File: config.mk
export PLATFORM = sky130hd
export DESIGN_NAME = bale_ctrl
export DESIGN_NICKNAME = d
export VERILOG_FILES = /design/src/rtl/core/bale_pkg.sv /design/src/rtl/core/bale_ctrl.sv
export SDC_FILE = /design/constraint.sdc
export NUM_CORES = 1
export LEC_CHECK = 0
export BUFFER_PORTS_ARGS = -buffer_cell sky130_fd_sc_hd__buf_4
export CAP_MARGIN = 40
export CORE_MARGIN = 4
export CORE_UTILIZATION = 49
export DETAILED_ROUTE_END_ITERATION = 10
export PLACE_DENSITY = 0.78
export SKIP_LAST_GASP = 1
export SLEW_MARGIN = 20
export SYNTH_ARGS = -nofsm -noshare
export SYNTH_HDL_FRONTEND = slang
export SYNTH_SLANG_ARGS = --single-unit
export TNS_END_PERCENT = 5
File: constraint.sdc
create_clock -name clk -period 1.8 [get_ports clk]
set_clock_uncertainty 0.15 [all_clocks]
set_input_delay 0.09 -clock clk [delete_from_list [all_inputs] [get_ports clk]]
set_output_delay 0.09 -clock clk [all_outputs]
set_load 0.02 [all_outputs]
File: src/rtl/core/bale_pkg.sv
// ----------------------------------------------------------------------------
// bale_pkg
// Shared types and codes of the bounded array list engine: request codes,
// datapath commands and the status bundle returned to the controller.
// ----------------------------------------------------------------------------
package bale_pkg;

  localparam int OP_W   = 3;
  localparam int POS_W  = 11;
  localparam int VAL_W  = 32;
  localparam int LEN_W  = 11;

  localparam logic [OP_W-1:0] OP_APPEND = 3'd0;
  localparam logic [OP_W-1:0] OP_INSERT = 3'd1;
  localparam logic [OP_W-1:0] OP_DELETE = 3'd2;
  localparam logic [OP_W-1:0] OP_READ   = 3'd3;
  localparam logic [OP_W-1:0] OP_SEARCH = 3'd4;
  localparam logic [OP_W-1:0] OP_CLEAR  = 3'd5;
  localparam logic [OP_W-1:0] OP_DEDUP  = 3'd6;

  typedef logic [3:0] cmd_t;

  localparam cmd_t CMD_NOP      = 4'd0;
  localparam cmd_t CMD_LOAD     = 4'd1;
  localparam cmd_t CMD_ZERO     = 4'd2;
  localparam cmd_t CMD_APPEND   = 4'd3;
  localparam cmd_t CMD_FAIL     = 4'd4;
  localparam cmd_t CMD_INS      = 4'd5;
  localparam cmd_t CMD_DEL      = 4'd6;
  localparam cmd_t CMD_RD_ISSUE = 4'd7;
  localparam cmd_t CMD_RD_DONE  = 4'd8;
  localparam cmd_t CMD_SRCH     = 4'd9;
  localparam cmd_t CMD_CLEAR    = 4'd10;
  localparam cmd_t CMD_DD_RDI   = 4'd11;
  localparam cmd_t CMD_DD_CUR   = 4'd12;
  localparam cmd_t CMD_DD_SCAN  = 4'd13;
  localparam cmd_t CMD_DD_END   = 4'd14;
  localparam cmd_t CMD_PUSH     = 4'd15;

  typedef struct packed {
    logic [OP_W-1:0] op;
    logic            full;
    logic            pos_le_cnt;
    logic            pos_lt_cnt;
    logic            pos_lt_cap;
    logic            i_lt_cnt;
    logic            ins_fin;
    logic            del_fin;
    logic            srch_fin;
    logic            dd_fin;
    logic            zero_last;
  } stat_t;

endpackage

File: src/rtl/core/bale_ctrl.sv
// ----------------------------------------------------------------------------
// bale_ctrl
// Sequencer of the list engine: clearing pass after reset, request
// dispatch, per-operation walks and the output handoff.
// ----------------------------------------------------------------------------
module bale_ctrl import bale_pkg::*; (
  input  logic  clk,
  input  logic  rst,
  input  logic  in_valid,
  output logic  in_ready,
  output logic  out_valid,
  input  logic  out_ready,
  input  stat_t st,
  output cmd_t  cmd
);

  localparam logic [3:0] S_ZERO = 4'd0;
  localparam logic [3:0] S_IDLE = 4'd1;
  localparam logic [3:0] S_DISP = 4'd2;
  localparam logic [3:0] S_INS  = 4'd3;
  localparam logic [3:0] S_DEL  = 4'd4;
  localparam logic [3:0] S_RD   = 4'd5;
  localparam logic [3:0] S_SRCH = 4'd6;
  localparam logic [3:0] S_DDI  = 4'd7;
  localparam logic [3:0] S_DDC  = 4'd8;
  localparam logic [3:0] S_DDS  = 4'd9;
  localparam logic [3:0] S_PUSH = 4'd10;

  logic [3:0] state, state_next;
  logic       out_valid_next;
  logic       slot_free;

  assign slot_free = !out_valid || out_ready;
  assign in_ready  = state == S_IDLE;

  always_comb begin
    state_next     = state;
    cmd            = CMD_NOP;
    out_valid_next = out_valid && !out_ready;
    case (state)
      S_ZERO: begin
        cmd = CMD_ZERO;
        if (st.zero_last) begin
          state_next = S_IDLE;
        end
      end
      S_IDLE: begin
        if (in_valid) begin
          cmd        = CMD_LOAD;
          state_next = S_DISP;
        end
      end
      S_DISP: begin
        state_next = S_PUSH;
        case (st.op)
          OP_APPEND: cmd = st.full ? CMD_FAIL : CMD_APPEND;
          OP_INSERT: begin
            if (!st.full && st.pos_le_cnt) begin
              state_next = S_INS;
            end else begin
              cmd = CMD_FAIL;
            end
          end
          OP_DELETE: begin
            if (st.pos_lt_cnt) begin
              state_next = S_DEL;
            end else begin
              cmd = CMD_FAIL;
            end
          end
          OP_READ: begin
            if (st.pos_lt_cap) begin
              cmd        = CMD_RD_ISSUE;
              state_next = S_RD;
            end else begin
              cmd = CMD_FAIL;
            end
          end
          OP_SEARCH: begin
            if (st.pos_lt_cnt) begin
              state_next = S_SRCH;
            end else begin
              cmd = CMD_FAIL;
            end
          end
          OP_CLEAR: cmd = CMD_CLEAR;
          OP_DEDUP: state_next = S_DDI;
          default:  cmd = CMD_FAIL;
        endcase
      end
      S_INS: begin
        cmd = CMD_INS;
        if (st.ins_fin) begin
          state_next = S_PUSH;
        end
      end
      S_DEL: begin
        cmd = CMD_DEL;
        if (st.del_fin) begin
          state_next = S_PUSH;
        end
      end
      S_RD: begin
        cmd        = CMD_RD_DONE;
        state_next = S_PUSH;
      end
      S_SRCH: begin
        cmd = CMD_SRCH;
        if (st.srch_fin) begin
          state_next = S_PUSH;
        end
      end
      S_DDI: begin
        if (st.i_lt_cnt) begin
          cmd        = CMD_DD_RDI;
          state_next = S_DDC;
        end else begin
          cmd        = CMD_DD_END;
          state_next = S_PUSH;
        end
      end
      S_DDC: begin
        cmd        = CMD_DD_CUR;
        state_next = S_DDS;
      end
      S_DDS: begin
        cmd = CMD_DD_SCAN;
        if (st.dd_fin) begin
          state_next = S_DDI;
        end
      end
      S_PUSH: begin
        if (slot_free) begin
          cmd            = CMD_PUSH;
          out_valid_next = 1'b1;
          state_next     = S_IDLE;
        end
      end
      default: state_next = S_IDLE;
    endcase
  end

  always_ff @(posedge clk) begin
    if (rst) begin
      state     <= S_ZERO;
      out_valid <= 1'b0;
    end else begin
      state     <= state_next;
      out_valid <= out_valid_next;
    end
  end

endmodule

# Word level (Yosys, flattened, before mapping)
# Index checks and enable logic that the tools add are counted.
[totals]
ff_bits = 5
inputBits = 17
[classes]
n_eq_ne = 23
n_mux = 25
n_reduce_logical = 10
[op_table]
columns = ["cell", "count"]
rows = [
  ["4-bit case mux with 11 select lines", 2],
  ["4-bit two-way mux", 12],
  ["4-bit case mux with 6 select lines", 1],
  ["4-bit case mux with 5 select lines", 1],
  ["4-bit by 3-bit == test with 1-bit output, second input constant", 4],
  ["2-bit != test, second input constant", 7],
  ["4-bit == test, second input constant", 3],
  ["3-bit two-way mux", 4],
  ["3-bit == test, second input constant", 3],
  ["4-bit by 2-bit == test with 1-bit output, second input constant", 2],
  ["7-bit AND reduction", 1],
  ["3-bit by 2-bit == test with 1-bit output, second input constant", 2],
  ["4-bit by 1-bit == test with 1-bit output, second input constant", 1],
  ["4-bit zero test", 1],
  ["2-bit two-way mux", 2],
  ["3-bit by 1-bit == test with 1-bit output, second input constant", 1],
  ["1-bit zero test", 3],
  ["3-bit zero test", 1],
  ["1-bit two-way mux", 3],
  ["1-bit logical AND", 2],
  ["2-bit OR reduction", 1],
  ["1-bit logical OR", 1],
]

# Longest topological paths before layout
[logic_depth]
word_depth = 5
depth_mapped = 6
ltp_nobuf = 5

# Least setup slack after synthesis
# Ideal clock, no wire load.
[synth_timing]
path_kind = "register -> output"
from = "register state[1]"
to = "output port cmd[3]"
arrival_ns = 1.553
required_ns = 1.560
setup_slack_ns = 0.007
stages_incl_launch_ff = 4
n_path_buf = 2
cell_sequence = "dfxtp_1 buf_2 buf_1 o311ai_0"
[synth_via]
elab_chain_len = 2
word_cells_on_any_way = 12
classes_between = "eq/ne: 10; mux: 1; reduce/logical: 1"
[synth_lines]
columns = ["element", "line_no", "rtl"]
rows = [
  ["start, declared", "bale_ctrl.sv:29", "logic [3:0] state, state_next;"],
  ["start signal, assigned", "bale_ctrl.sv:148", "state <= state_next;"],
  ["4-bit == test, or another cell as far along", "bale_ctrl.sv:40", "case (state)"],
  ["4-bit case mux with 11 select lines *", "bale_ctrl.sv:40", ""],
  ["end, declared", "bale_ctrl.sv:14", "output cmd_t cmd"],
]
# Mark *: on every way between the ends. The rest lies on a longest branch, timed or not.

# Worst setup path after layout
[layout_timing]
from = "register state[1]"
to = "output port cmd[0]"
# Same word-level chain as after synthesis.

==> results.md <==
- Status: finished, violations left
- Failing checks: negative setup slack
- Post-route setup TNS: -5.03 ps
- Ys Warns: 0
- HPWL Detailed: 1680 um
- Psw: 632 uW
- Final setup margin: -5.03 ps
- Type of origin of the critical path: flop
- Vias in the first global route: 863
- Levels on crit path: 6
- Worst path cell trace: buf_4 > buf_4 > o211ai_1 > a21oi_1 > or3_1 > buf_4
- Postcts setup bufs: 0
- Syn Area/Cell: 6.75 sq um
- CTS Buf Count: 3
- Post-synth top flop: dfxtp_1
- Highest-delay cell along the critical path: dfxtp_4
- Area Growth Syn to Fin: 48.3%
- Post-synthesis sequential area ratio: 14.3%
- Post-synthesis mux area share: 6.06%
- PD cells: 1310 nW/um^2
- Worst path bufs/invs: 3
- Die W: 45.9 um
- Clk_lat worst skew: 240 ps
- Ys async rst share: 0%
- Antenna Nets Post-Route: 0
- CP max FO: 10
- DRT iter0 DRCs: 39
- Final setup fails: 1
- Adder-Cell Fraction of Synth Area: 1.43%
- H-tree levels: 1
- CTS tree: built
- Die area: 2100 sq um
- Synth Cell Area: 702 sq um
- Per-cell routed wire length: 14.6 um
- Max Buffers Root-to-Sink: 2
- Worst Setup Path Type: flop to primary output
- Clock slew at reported path FFs: 40 ps
- Tcrit/Tclk final: 100%
- Core Rows: 13
- All-Layer GR Usage: 23.6%
- Post-Route WL: 2230 um
- Via density: 6.12
- Post-DP Area: 955 sq um
- Via Count: 937
- VDD IR-drop max: 0.780 mV
- F_max: 0.554 GHz
- Die height: 45.9 um
- #FFs+latches synth: 5
- RSZ-0062 raised after global routing: yes
- Crit path top cell by count: buf_4
- Slew Viols, Final: 0
- Number of port buffers: 22
- Post-route core utilization: 79.0%
- Worst Setup End Kind: primary output
- Layout cells sized above 1: 44.2%
- Initial Util: 53.3%
- Mapped Nets: 121
- First-pass GRT wire length: 3670 um
- Final std cells w/o fill: 153
- Max-cap viol count: 0
- Leakage: 0.000427 uW
- Antenna violations before repair: 0
- Simple-gate share of the synthesized area: 32.3%
- Least-Margin Pin Slew: 376 ps
- Clock sinks: 5
- Hold path cells: 3
- Tmin final: 1810 ps
- Compound-cell area share of the yosys netlist: 35.5%
- DRC violations left: 0
- Core area: 1320 sq um
- # diodes: 0
- Pin count of the biggest net entering global routing: 14
- Switching portion of total power: 46.2%
- Clock power share: 9.2%
- Nets: 156
- Remaining global-route overflow: 0
- Post-Synth XOR/XNOR Area: 0%
- Worst Path Required: 1560 ps
- Critical Path Max Stage Delay: 370 ps
- Inst Count DP: 148
- Rel. slew slack: 74.3%
- Setup slack, reg-to-reg: 70 ps
- Final hold vios: 0
- Cell count after synthesis: 104
- Sequential share of power: 18.0%
- Internal Power: 737 uW
- Largest family of logic cells by synthesized area: compound AO/OA/AOI/OAI gates
- DRT Pass-1 Iters: 4
- Library cells used by synthesis: 37
- FF-to-FF path depth: 5
- Final instance area: 1040 sq um
- Combinational fraction of design power: 72.8%
- Crit-path leading delay family: buffers and inverters
- Post-synth EDFFs: 0
- Ports: 23
- CP Data Arrival Time: 1570 ps
- HP Class: primary input to flop
- GP Congestion: 0.983
- Clock root cell: clkbuf_4
cells by family (layout without fill, tap and decap cells):
group | Yosys count | after routing
DFF | 5 | 5
adders and majority gates | 1 | 1
and+or+nand+nor | 44 | 44
buffers and inverters | 15 | 49
AOI/OAI and AO/OA | 35 | 35
muxes | 4 | 4
Yosys cell counts, drive strengths merged (2+ instances only):
library cell,instances,area (sq um)
o31ai,2,15.0
inv,6,22.5
mux2i,2,20.0
o311ai,2,17.5
nor2b,3,18.8
a221o,2,20.0
nand2,10,37.5
mux2,2,22.5
nor3b,2,15.0
nand3,6,30.0
o22ai,2,12.5
or3,4,26.3
nor2,8,30.0
nor3,5,25.0
nand2b,4,25.0
a2111oi,2,17.5
dfxtp,5,100
buf,6,40.0
a21oi,8,40.0
clkbuf,3,11.3
o21ai,8,40.0
per-stage QoR:
step                      hold slack [ps]  total power, uW  setup slack (ps)
after floorplan                      9.07              749              7.19
after global placement                161             1140             -23.6
after detailed placement              165             1160              63.0
after CTS                            46.5             1330             -26.0
after global routing                 69.5             1470             -74.9
final                                75.4             1370             -5.03
path summary, 6_finish.rpt:
kind                   from        end
setup / recovery   state[1]     cmd[0]
hold / removal    out_ready  out_valid
setup reg to reg   state[3]   state[0]
hold reg to reg    state[3]   state[3]
per-layer routing:
layer | vias up | global-route usage (%) | share of wire, %
li1 | 462 | - | -
met1 | 420 | 29.2 | 42
met2 | 45 | 39.3 | 48
met3 | 10 | 3.16 | 7.0
met4 | 0 | 11.9 | 2.6
met5 | - | 0 | 0
final cells by class:
| cell class | instances | area, sq um |
|---|---|---|
| Fill cell | 92 | 277 |
| Clock buffer | 4 | 26.3 |
| Inverter | 6 | 22.5 |
| Sequential cell | 5 | 114 |
| Tap cell | 15 | 18.8 |
| Timing Repair Buffer | 39 | 299 |
| Multi-Input combinational cell | 84 | 561 |
worst register-to-register path, stage by stage (launching register included):
cell	delay, ps
dfxtp_4	370
buf_4	140
a31oi_1	250
o221ai_2	170
a221oi_1	370
a21boi_1	200
power by group through the flow:
stage / Combinational [uW] / Sequential (uW) / Clock [uW]
floorplan: 569 / 180 / 0
global placement: 929 / 215 / 0
detailed placement: 939 / 218 / 0
CTS: 960 / 232 / 133
global route: 1080 / 252 / 143
finish: 996 / 247 / 126
cell usage in the layout (no fill, tap or decap), types with 2 or more instances in the layout:
cell,count
a21oi_1,6
a21oi_2,2
a221o_1,2
buf_4,37
clkbuf_4,3
dfxtp_2,2
dfxtp_4,3
inv_1,5
mux2_2,2
mux2i_1,2
nand2_1,10
nand2b_1,4
nand3_1,6
nor2_1,7
nor2b_1,2
nor3_1,5
nor3b_1,2
o21ai_0,7
o22ai_1,2
o31ai_1,2
or3_1,2
registers in the layout (all words and copies together) (netlist names):
register / flops
out_valid: 1
state: 4
repair_timing:
item | CTS | global route
endpoints found under the hold margin | 2 | 0
pin swaps | 0 | 1
hold buffers | 1 | 0
resized for setup | 10 | 11
endpoints found under the setup margin | 4 | 5
Power figures use the tool's default switching activity.
